--- config.mk ---
export PLATFORM = sky130hd
export DESIGN_NAME = one_compartment_oral_dose_step_core
export DESIGN_NICKNAME = d
export VERILOG_FILES = /design/src/hw/rtl/ocod_pkg.sv /design/src/hw/rtl/one_compartment_oral_dose_step_core.sv
export SDC_FILE = /design/constraint.sdc
export NUM_CORES = 2
export LEC_CHECK = 0
export ABC_AREA = 1
export BUFFER_PORTS_ARGS = -buffer_cell sky130_fd_sc_hd__buf_2
export CORE_MARGIN = 2
export CORE_UTILIZATION = 50
export CTS_BUF_LIST = sky130_fd_sc_hd__clkbuf_4
export CTS_CLUSTER_SIZE = 24
export DETAILED_ROUTE_END_ITERATION = 12
export GPL_TIMING_DRIVEN = 0
export MAX_ROUTING_LAYER = met4
export PLACE_DENSITY = 0.69
export SLEW_MARGIN = 20
export SYNTH_ARGS = -nofsm -noshare
export SYNTH_HDL_FRONTEND = slang
export SYNTH_SLANG_ARGS = --single-unit
--- constraint.sdc ---
create_clock -name clk -period 8.65 [get_ports clk]
set_clock_uncertainty 0.1 [all_clocks]
set_input_delay 1.2975 -clock clk [delete_from_list [all_inputs] [get_ports clk]]
set_output_delay 1.2975 -clock clk [all_outputs]
set_load 0.03 [all_outputs]
--- src/hw/rtl/ocod_pkg.sv ---
// shared constants for the one-compartment oral dose step core
package ocod_pkg;

  localparam int RATE_W     = 24;
  localparam int FRAC_W     = 16;
  localparam int VAL_W      = 32;
  localparam int IDX_W      = 2;
  localparam int AMOUNT_FRAC_BITS_DEF = 16;

  localparam logic [RATE_W-1:0] KEL_RESET = 24'd104858;
  localparam logic [RATE_W-1:0] KA_RESET  = 24'd104858;
  localparam logic [FRAC_W-1:0] F_RESET   = 16'd32768;

  localparam logic [IDX_W-1:0] REG_KEL = 2'd0;
  localparam logic [IDX_W-1:0] REG_KA  = 2'd1;
  localparam logic [IDX_W-1:0] REG_F   = 2'd2;

  localparam logic [31:0] EXP_ONE        = 32'h8000_0000;
  localparam logic [63:0] COLLAPSE_LIMIT = 64'd68720;
  localparam logic [3:0]  TAYLOR_TERMS   = 4'd8;
  localparam logic [3:0]  SQUARINGS_LAST = 4'd7;
  localparam logic [5:0]  DIV_BATEMAN_N  = 6'd56;

endpackage

--- src/hw/rtl/one_compartment_oral_dose_step_core.sv ---
// one-compartment oral dose step core: sequencer around one shared multiplier and divider
//
// Input channel in_*: one timeline point (sample_time, dose_amount) per item,
// taken when in_valid is high and in_stall is low. in_stall stays high from
// acceptance until the result item has been taken.
// Output channel out_*: one result item (time, depot and central amounts)
// per input item, held in output registers until out_stall is low.
// Configuration port cfg_*: always ready; index 0 elimination rate, 1 absorption
// rate, 2 bioavailability; other indexes are ignored. Write only while idle.
// Steps per item: the first point after reset does the dose add only. Later
// points compute two exponentials (eight Taylor terms, each a multiply and a
// reciprocal multiply for the divide by the term index, then eight squarings
// on the shared 32x32 multiplier; skipped when past cutoff), then a serial
// divide for the Bateman factor, or a multiply when diffk * dt is below the
// collapse limit. A new item is taken only once the result has been taken.
// Reset (rst_n low, synchronous) restores the default rates, clears the
// amounts, the last time and the first-point flag.
// A stalled result holds its payload and keeps the block from taking input.
module one_compartment_oral_dose_step_core #(
  parameter int AMOUNT_FRAC_BITS = ocod_pkg::AMOUNT_FRAC_BITS_DEF
) (
  input  logic                          clk,
  input  logic                          rst_n,
  input  logic                          in_valid,
  output logic                          in_stall,
  input  logic [ocod_pkg::VAL_W-1:0]    in_sample_time,
  input  logic [ocod_pkg::VAL_W-1:0]    in_dose_amount,
  output logic                          out_valid,
  input  logic                          out_stall,
  output logic [ocod_pkg::VAL_W-1:0]    out_time,
  output logic [ocod_pkg::VAL_W-1:0]    out_depot_amount,
  output logic [ocod_pkg::VAL_W-1:0]    out_central_amount,
  input  logic                          cfg_valid,
  output logic                          cfg_ready,
  input  logic [ocod_pkg::IDX_W-1:0]    cfg_index,
  input  logic [ocod_pkg::RATE_W-1:0]   cfg_data
);
  import ocod_pkg::*;

  localparam int DOSE_SHIFT = 31 - AMOUNT_FRAC_BITS;

  typedef enum logic [4:0] {
    S_IDLE, S_MKEL, S_XEL, S_XA, S_XD, S_EXP_INIT, S_T_MUL, S_T_DIV, S_DIV,
    S_T_ACC, S_SQ_MUL, S_SQ_TAKE, S_EXP_DONE, S_MDEP, S_MCEN, S_MFAC, S_CFAC,
    S_BDIV, S_BFAC, S_GAIN, S_GSUM, S_DOSE, S_DADD, S_OUT
  } state_t;

  state_t state_r;

  logic [RATE_W-1:0] kel_r, ka_r;
  logic [FRAC_W-1:0] f_r;
  logic [31:0] prev_time_r, depot_r, central_r;
  logic        have_first_r;
  logic [31:0] t_r, dose_r, dt_r;
  logic [55:0] xel_r, xa_r;
  logic        coll_r, which_r;
  logic [27:0] y_r;
  logic [31:0] term_r, acc_r, e_el_r, e_a_r, ag_end_r, acdec_r, factor_r;
  logic [3:0]  k_r, sq_r;
  logic [55:0] dq_r;
  logic [24:0] dr_r;
  logic [RATE_W-1:0] dv_r;
  logic [5:0]  dn_r;
  logic [63:0] prod_r;
  logic        out_valid_r;
  logic [31:0] out_time_r, out_depot_r, out_central_r;

  logic [31:0] mul_a, mul_b;
  logic [RATE_W-1:0] diffk;
  logic [31:0] d_val;
  logic [55:0] x_cur;
  logic        cutoff;
  logic [25:0] r2;
  logic        ge;
  logic [24:0] dr_nxt;
  logic [31:0] taylor_q;
  logic [31:0] recip;
  logic [63:0] dose_add;
  logic [64:0] depot_sum;
  logic [32:0] central_sum;
  logic [63:0] cfac_raw;

  assign diffk    = (ka_r > kel_r) ? ka_r - kel_r : kel_r - ka_r;
  assign d_val    = (ka_r > kel_r) ? ((e_el_r > e_a_r) ? e_el_r - e_a_r : 32'd0)
                                   : ((e_a_r > e_el_r) ? e_a_r - e_el_r : 32'd0);
  assign x_cur    = which_r ? xa_r : xel_r;
  assign cutoff   = |x_cur[55:41];
  assign r2       = {dr_r, dq_r[55]};
  assign ge       = r2 >= {2'b00, dv_r};
  assign dr_nxt   = ge ? 25'(r2 - {2'b00, dv_r}) : r2[24:0];
  assign taylor_q = prod_r[62:31];
  assign dose_add = prod_r >> DOSE_SHIFT;
  assign depot_sum   = {33'd0, depot_r} + {1'b0, dose_add};
  assign central_sum = {1'b0, acdec_r} + {1'b0, prod_r[62:31]};
  assign cfac_raw    = prod_r >> 23;

  // ceil(2^31 / k), exact for dividends below 2^28
  always_comb begin
    case (k_r)
      4'd1:    recip = 32'h8000_0000;
      4'd2:    recip = 32'h4000_0000;
      4'd3:    recip = 32'h2AAA_AAAB;
      4'd4:    recip = 32'h2000_0000;
      4'd5:    recip = 32'h1999_999A;
      4'd6:    recip = 32'h1555_5556;
      4'd7:    recip = 32'h1249_2493;
      4'd8:    recip = 32'h1000_0000;
      default: recip = 32'd0;
    endcase
  end

  always_comb begin
    mul_a = 32'd0;
    mul_b = 32'd0;
    case (state_r)
      S_MKEL:   begin mul_a = {8'd0, kel_r};  mul_b = dt_r; end
      S_XEL:    begin mul_a = {8'd0, ka_r};   mul_b = dt_r; end
      S_XA:     begin mul_a = {8'd0, diffk};  mul_b = dt_r; end
      S_T_MUL:  begin mul_a = term_r;         mul_b = {4'd0, y_r}; end
      S_T_DIV:  begin mul_a = prod_r[62:31];  mul_b = recip; end
      S_SQ_MUL: begin mul_a = acc_r;          mul_b = acc_r; end
      S_MDEP:   begin mul_a = depot_r;        mul_b = e_a_r; end
      S_MCEN:   begin mul_a = central_r;      mul_b = e_el_r; end
      S_MFAC: begin
        if (coll_r) begin
          mul_a = {4'd0, xel_r[40:13]};
          mul_b = e_el_r;
        end else begin
          mul_a = {8'd0, ka_r};
          mul_b = d_val;
        end
      end
      S_GAIN:   begin mul_a = depot_r;        mul_b = factor_r; end
      S_DOSE:   begin mul_a = dose_r;         mul_b = {16'd0, f_r}; end
      default:  begin mul_a = 32'd0;          mul_b = 32'd0; end
    endcase
  end

  always_ff @(posedge clk) begin
    prod_r <= {32'd0, mul_a} * {32'd0, mul_b};
    if (!rst_n) begin
      state_r      <= S_IDLE;
      kel_r        <= KEL_RESET;
      ka_r         <= KA_RESET;
      f_r          <= F_RESET;
      prev_time_r  <= 32'd0;
      depot_r      <= 32'd0;
      central_r    <= 32'd0;
      have_first_r <= 1'b0;
      out_valid_r  <= 1'b0;
    end else begin
      if (cfg_valid) begin
        unique case (cfg_index)
          REG_KEL: kel_r <= cfg_data;
          REG_KA:  ka_r  <= cfg_data;
          REG_F:   f_r   <= cfg_data[FRAC_W-1:0];
          default: ;
        endcase
      end
      unique case (state_r)
        S_IDLE: begin
          if (in_valid) begin
            t_r    <= in_sample_time;
            dose_r <= in_dose_amount;
            dt_r   <= (in_sample_time >= prev_time_r) ? in_sample_time - prev_time_r
                                                      : 32'd0;
            state_r <= have_first_r ? S_MKEL : S_DOSE;
          end
        end
        S_MKEL: state_r <= S_XEL;
        S_XEL: begin
          xel_r   <= prod_r[55:0];
          state_r <= S_XA;
        end
        S_XA: begin
          xa_r    <= prod_r[55:0];
          state_r <= S_XD;
        end
        S_XD: begin
          coll_r  <= prod_r < COLLAPSE_LIMIT;
          which_r <= 1'b0;
          state_r <= S_EXP_INIT;
        end
        S_EXP_INIT: begin
          if (cutoff) begin
            acc_r   <= 32'd0;
            state_r <= S_EXP_DONE;
          end else begin
            y_r     <= x_cur[40:13];
            term_r  <= EXP_ONE;
            acc_r   <= EXP_ONE;
            k_r     <= 4'd1;
            state_r <= S_T_MUL;
          end
        end
        S_T_MUL: state_r <= S_T_DIV;
        S_T_DIV: state_r <= S_T_ACC;
        S_DIV: begin
          dr_r <= dr_nxt;
          dq_r <= {dq_r[54:0], ge};
          dn_r <= dn_r - 6'd1;
          if (dn_r == 6'd1) begin
            state_r <= S_BFAC;
          end
        end
        S_T_ACC: begin
          term_r <= taylor_q;
          acc_r  <= k_r[0] ? acc_r - taylor_q : acc_r + taylor_q;
          if (k_r == TAYLOR_TERMS) begin
            sq_r    <= 4'd0;
            state_r <= S_SQ_MUL;
          end else begin
            k_r     <= k_r + 4'd1;
            state_r <= S_T_MUL;
          end
        end
        S_SQ_MUL: state_r <= S_SQ_TAKE;
        S_SQ_TAKE: begin
          acc_r <= prod_r[62:31];
          sq_r  <= sq_r + 4'd1;
          state_r <= (sq_r == SQUARINGS_LAST) ? S_EXP_DONE : S_SQ_MUL;
        end
        S_EXP_DONE: begin
          if (!which_r) begin
            e_el_r  <= acc_r;
            which_r <= 1'b1;
            state_r <= S_EXP_INIT;
          end else begin
            e_a_r   <= acc_r;
            state_r <= S_MDEP;
          end
        end
        S_MDEP: state_r <= S_MCEN;
        S_MCEN: begin
          ag_end_r <= prod_r[62:31];
          state_r  <= S_MFAC;
        end
        S_MFAC: begin
          acdec_r <= prod_r[62:31];
          if (coll_r) begin
            if (|xel_r[55:41]) begin
              factor_r <= 32'd0;
              state_r  <= S_GAIN;
            end else begin
              state_r  <= S_CFAC;
            end
          end else begin
            state_r <= S_BDIV;
          end
        end
        S_CFAC: begin
          factor_r <= (cfac_raw > {32'd0, EXP_ONE}) ? EXP_ONE : cfac_raw[31:0];
          state_r  <= S_GAIN;
        end
        S_BDIV: begin
          dq_r      <= prod_r[55:0];
          dr_r      <= 25'd0;
          dv_r      <= diffk;
          dn_r      <= DIV_BATEMAN_N;
          state_r   <= S_DIV;
        end
        S_BFAC: begin
          factor_r <= (dq_r > {24'd0, EXP_ONE}) ? EXP_ONE : dq_r[31:0];
          state_r  <= S_GAIN;
        end
        S_GAIN: state_r <= S_GSUM;
        S_GSUM: begin
          central_r <= central_sum[32] ? 32'hFFFF_FFFF : central_sum[31:0];
          depot_r   <= ag_end_r;
          state_r   <= S_DOSE;
        end
        S_DOSE: state_r <= S_DADD;
        S_DADD: begin
          depot_r       <= (|depot_sum[64:32]) ? 32'hFFFF_FFFF : depot_sum[31:0];
          out_depot_r   <= (|depot_sum[64:32]) ? 32'hFFFF_FFFF : depot_sum[31:0];
          out_central_r <= central_r;
          out_time_r    <= t_r;
          prev_time_r   <= t_r;
          have_first_r  <= 1'b1;
          out_valid_r   <= 1'b1;
          state_r       <= S_OUT;
        end
        S_OUT: begin
          if (!out_stall) begin
            out_valid_r <= 1'b0;
            state_r     <= S_IDLE;
          end
        end
        default: state_r <= S_IDLE;
      endcase
    end
  end

  assign in_stall           = (state_r != S_IDLE);
  assign cfg_ready          = 1'b1;
  assign out_valid          = out_valid_r;
  assign out_time           = out_time_r;
  assign out_depot_amount   = out_depot_r;
  assign out_central_amount = out_central_r;

endmodule

### After elaboration in Yosys (flattened, before gate mapping)

Memory sizes are Yosys's and may differ from the RTL's. A register that Yosys moved wholly into a read port is not among the register bits.
Index checks and enable logic that the tools add are counted.

| word-level totals | value |
|---|---|
| input bits | 95 |
| RAM bits | 0 |
| memories | 1 |
| latch bits | 0 |
| bits in registers | 908 |
| ROM bits | 512 |
| output and inout port bits | 99 |

| cells by class | value |
|---|---|
| bitwise operators | 2 |
| equal/unequal tests | 36 |
| multipliers | 1 |
| add/subtract/negate cells | 13 |
| order comparisons | 8 |
| multiplexer cells | 46 |
| divide/modulo/power cells | 0 |
| reductions and logical operators | 40 |
| shift operators | 0 |

Memories:

| name | words | bits a word | rd ports | clocked after Yosys merged registers in | write ports | line | text |
|---|---|---|---|---|---|---|---|
| (no name shown) | 16 | 32 | 1 | 1 | 0 | one_compartment_oral_dose_step_core.sv:99 | `case (k_r)` |

Operators with widths:

| kind | number |
|---|---|
| 32-bit two-way mux | 13 |
| 32-bit case mux with 10 select lines | 1 |
| 32-bit case mux with 9 select lines | 1 |
| 32-bit case mux with 3 select lines | 2 |
| 32-bit case mux with 2 select lines | 2 |
| 32-bit subtractor | 4 |
| 5-bit case mux with 23 select lines | 1 |
| 56-bit case mux with 2 select lines | 1 |
| 32-bit > comparator | 2 |
| 64-bit by 17-bit < comparator with 1-bit output, second input constant | 1 |
| 32-bit by 32-bit multiplier with 64-bit output | 1 |
| 56-bit by 32-bit > comparator with 1-bit output, second input constant | 1 |
| 56-bit two-way mux | 1 |
| 32-bit by 49-bit adder with 50-bit output | 1 |
| 25-bit case mux with 2 select lines | 1 |
| 24-bit subtractor | 2 |
| 41-bit by 32-bit > comparator with 1-bit output, second input constant | 1 |
| 5-bit by 4-bit equality test with 1-bit output, second input constant | 8 |
| 5-bit equality test, second input constant | 8 |
| 32-bit by 32-bit adder with 33-bit output | 1 |
| 33-bit OR reduction | 1 |
| 32-bit adder | 1 |
| 32-bit greater-or-equal comparator | 1 |
| 15-bit OR reduction | 2 |
| 36 further kinds | 88 |

### Depth between registers and ports, before layout

| depth | value |
|---|---|
| word-level depth | 6 |
| depth in mapped cells | 51 |

### Least setup slack after synthesis

No wires, ideal clock.

| timing | value |
|---|---|
| kind | flip-flop to flip-flop |
| start | register ka_r[0] |
| end | register prod_r[62] |
| setup slack | -184 ps |
| path buffers | 3 |
| arrival time | 8,610 ps |
| stages on the path, launching flop included | 47 |
| cells stage by stage | dfxtp_1 > inv_1 > ha_1 > inv_1 > fa_1 > inv_1 > o21ai_1 > inv_1 > nor2_2 > or2_4 > a21oi_4 > o21ai_2 > nand2_4 > inv_4 > nor2_4 > buf_6 > buf_6 > nand2_1 > (+11 left out) > inv_1 > fa_1 > fa_1 > fa_1 > inv_1 > fa_1 > inv_1 > ha_1 > nand2_1 > nor2_1 > inv_1 > nor2_1 > nand3_1 > o21ai_0 > a21oi_1 > o21ai_0 > a21oi_1 > xor2_1 |

| on the way | value |
|---|---|
| cells in the longest elaborated chain, start to end | 5 |
| elaborated cells on any way between the ends | 10 |

RTL lines:

| item | line | text |
|---|---|---|
| from (decl) | one_compartment_oral_dose_step_core.sv:50 | `logic [RATE_W-1:0] kel_r, ka_r;` |
| from (signal assigned) | one_compartment_oral_dose_step_core.sv:155 | `REG_KA: ka_r <= cfg_data;` |
| 24-bit > comparator | one_compartment_oral_dose_step_core.sv:83, one_compartment_oral_dose_step_core.sv:84 |  |
| 32-bit two-way mux | one_compartment_oral_dose_step_core.sv:84 | `assign d_val = (ka_r > kel_r) ? ((e_el_r > e_a_r) ? e_el_r - e_a_r : 32'd0)` |
| 32-bit two-way mux | one_compartment_oral_dose_step_core.sv:125 | `if (coll_r) begin` |
| 32-bit case mux with 9 select lines | one_compartment_oral_dose_step_core.sv:115 | `case (state_r)` |
| 32-bit by 32-bit multiplier with 64-bit output * | one_compartment_oral_dose_step_core.sv:140 | `prod_r <= {32'd0, mul_a} * {32'd0, mul_b};` |
| to (signal assigned) | one_compartment_oral_dose_step_core.sv:140 |  |
| to (decl) | one_compartment_oral_dose_step_core.sv:64 | `logic [63:0] prod_r;` |

Every way passes the cells marked *; elsewhere a longest branch is shown, timed or not.
A chain may end at the register's enable or synchronous reset.

### Worst setup path in the final report

| timing | value |
|---|---|
| start | register e_el_r[16] |
| end | register prod_r[58] |

| on the way | value |
|---|---|
| cells in the longest elaborated chain, start to end | 6 |
| elaborated cells on any way between the ends | 10 |

RTL lines:

| item | line | text |
|---|---|---|
| from (decl) | one_compartment_oral_dose_step_core.sv:58 | `logic [31:0] term_r, acc_r, e_el_r, e_a_r, ag_end_r, acdec_r, factor_r;` |
| from (signal assigned) | one_compartment_oral_dose_step_core.sv:225 | `e_el_r <= acc_r;` |
| 32-bit subtractor, or another cell as far along | one_compartment_oral_dose_step_core.sv:85 | `: ((e_a_r > e_el_r) ? e_a_r - e_el_r : 32'd0);` |
| 32-bit two-way mux, on equally long branches | one_compartment_oral_dose_step_core.sv:85, one_compartment_oral_dose_step_core.sv:84 |  |
| 32-bit two-way mux | one_compartment_oral_dose_step_core.sv:84 |  |
| 32-bit two-way mux | one_compartment_oral_dose_step_core.sv:125 |  |
| 32-bit case mux with 9 select lines * | one_compartment_oral_dose_step_core.sv:115 |  |
| 32-bit by 32-bit multiplier with 64-bit output * | one_compartment_oral_dose_step_core.sv:140 |  |

Marked as above.

==> qor.txt <==
# setup viols final - 45
DP Area - 89800 sq um
crit path from - e_el_r[16]
synth warn - 0
min-delay src - in_dose_amount[16]
Max Freq - 0.102 GHz
sequential fraction of the synthesis area - 28.7%
final hold vios - 0
Crit path required time - 9.73 ns
FF+latch area - 24500 sq um
routed wire length - 417000 microns
most frequent CP cell - fa_1
Chip Width - 417 microns
DR vias - 82.7k
Std-Cell Rows - 151
DR vias/cell - 6.11
max-cap violation count - 0
I/O pin count - 194
Worst Path Max Fanout - 7
Clock Sinks - 895
initial antenna violation count - 22
H-tree levels - 4
Worst-Margin Slew - 1.31 ns
Post-synth EDFFs - 651
Worst path slowest cell - fa_2
initial core utilization - 50.3%
Largest stage delay, worst path - 0.64 ns
final worst slack - -1.15 ns
total CTS buffers - 221
Syn Inst Count - 10.1k
GRT overflow - 0
Syn Nets - 11.7k
Crit. End Element - register
CTS tree - yes
ANT nets after route - 0
fin. max-slew vios - 0
power per cell area - 235 nW/um^2
Unique masters post-synth - 68
clk slew on worst S/H paths - 0.08 ns
worst skew pair latency - 1.33 ns
Filler Cells Inserted - 14.7k
crit start category - register
multi-input logic area - 57500 sq um
number of DRC markers in iteration 0 - 11.7k
die area - 174000 sq um
total track usage - 48.2%
average routed wire per standard cell - 30.8 microns
DR top layer - met4
hold-critical path depth - 1
Synth Cell Area - 85100 sq um
CP arrival - 10.88 ns
first-pass GRT wire length - 571000 microns
status - finished, violations left
Metal-1 WL - 161000 microns
core region area - 169000 sq um
R2R Path Start - e_el_r[16]
DRT Pass-1 Iters - 7
DR WL met2 - 160000 microns
Max clock buf depth - 3
IR drop worst, VDD - 0.000221 V
Final period util - 113%
Relative slew margins - 12.4%
number of global-route vias before repair - 77.8k
Pleak - 47.6 nW
minimum clock period - 9.80 ns
utilization after layout - 62.3%
Hold Slack - 0.0937 ns
chip height - 417 microns
Detailed Place HPWL - 327000 microns
Fin Setup TNS - -34.67 ns
GP Congestion - 1.13
failing checks - setup timing
Layout Nets - 12.6k
asr flop ratio synth - 0%
met3 wire length - 68800 microns
RSZ-0062 raised after global routing - true
DRC viols - 0
Layout area overhead - 23.9%
Min-Delay Path Class - in2reg
CTS Hold Buffers Added - 0
DP Cell Count - 12.6k
Yosys reg bits - 895
WS Path Type - reg2reg
largest net degree at the start of global routing - 29
Mapped Avg Cell Area - 8.40 sq um
final standard cell area without fillers - 105000 sq um
IO Port Bufs - 192
fraction of layout instances using a drive strength above 1 - 22.4%
root buf cell - clkbuf_4
Top FF cell, synth - edfxtp_1
cell depth of the worst flop-to-flop path - 39
Post-Layout Cell Count - 13.5k
cell usage after synthesis, types with 90 or more instances:
library cell | count | area share, %
dfxtp_1 | 244 | 5.7
a21oi_1 | 636 | 3.7
xnor2_1 | 104 | 1.1
nand3_1 | 228 | 1.3
nor2_2 | 95 | 0.70
nand2_1 | 1942 | 8.6
clkbuf_1 | 160 | 0.71
a31oi_1 | 90 | 0.66
edfxtp_1 | 651 | 23
o21ai_0 | 456 | 2.7
buf_2 | 115 | 0.68
inv_1 | 1872 | 8.3
fa_1 | 905 | 21
nor2_1 | 1025 | 4.5
ha_1 | 534 | 7.9
xor2_1 | 191 | 2.0
worst paths after layout:
kind            endpoint  slack, ns
min           dose_r[16]       0.09
min reg2reg  out_time[7]       0.34
max reg2reg   prod_r[58]      -1.15
max           prod_r[58]      -1.15
repair_timing:
action	4_1_cts	5_1_grt
endpoints found under the setup margin	56	52
cloned	8	2
setup buffers	300	209
gates resized for setup	1457	666
pin swaps	189	302
report_power, final:
part,leakage [nW],total [mW],internal (mW),switching [mW]
clock,1.73,3.81,1.82,1.99
sequential,7.94,5.89,5.17,0.721
combinational,38.0,15.0,5.41,9.63
total,47.6,24.7,12.4,12.3
per-stage QoR:
stage               power (mW)  setup slack (ns)
floorplan                 11.4            0.0162
global placement          16.0             -4.46
detailed placement        16.1             -3.77
CTS                       22.3            -0.796
global route              25.3             -1.16
finish                    24.7             -1.15
cells in the final DEF (no fill, tap or decap), types with 85 or more instances in the layout:
cell and instances:
fa_1 836, clkbuf_1 111, clkbuf_4 344, dfxtp_1 224
ha_1 437, inv_2 148, buf_4 434, nand2_2 88
xor2_1 184, buf_6 103, buf_12 119, ha_4 85
buf_2 224, xnor2_1 96, nand3_1 187, nor2_2 148
inv_1 1729, edfxtp_1 651, nor2_1 900, a21oi_1 533
o21ai_0 398, nand2_1 1774
layer usage:
metal / GRT usage, % / up-vias
met2: 61.9 / 6342
met3: 19.2 / 1203
met4: 22.6 / 0
li1: - / 34400
met5: - / -
met1: 65.8 / 40700
sequential cells by signal, summed over array words and instances (netlist names), 43 cells and up:
name and flops:
xa_r 43, prod_r 64, dq_r 56, xel_r 43
worst max-delay path: cells and delay by family (launching register included):
family	cells	cell delay, ns
AO/OA/AOI/OAI	2	0.34
XOR/XNOR	1	0.20
adder cells (fa/ha/maj)	10	4.91
buffers and inverters	8	1.08
flip-flops	1	0.47
AND/OR/NAND/NOR	18	2.50
kinds of logic (layout without fill, tap and decap cells):
kind of cell | count (synthesis) | in the layout | synth area share (%)
and+or+nand+nor | 3547 | 3550 | 17.0
buffers and inverters | 2319 | 3457 | 10.9
AOI/OAI and AO/OA | 1634 | 1634 | 11.2
adders and majority gates | 1439 | 1439 | 29.1
DFF | 895 | 895 | 28.7
xor gates and xnor gates | 295 | 295 | 3.04
other | 1 | 40 | 0.00441
layout make-up:
cell class | count | share of cell area, %
diodes | 39 | 0.0926
plain buffers | 359 | 3.13
clock buffers | 328 | 2.34
clock inverters | 76 | 0.405
inverters | 1948 | 7.41
multi-input cells | 6919 | 54.5
flip-flops and latches | 895 | 23.2
well taps | 2218 | 2.63
repair buffers | 746 | 6.26
(Power assumes the default switching activity.)
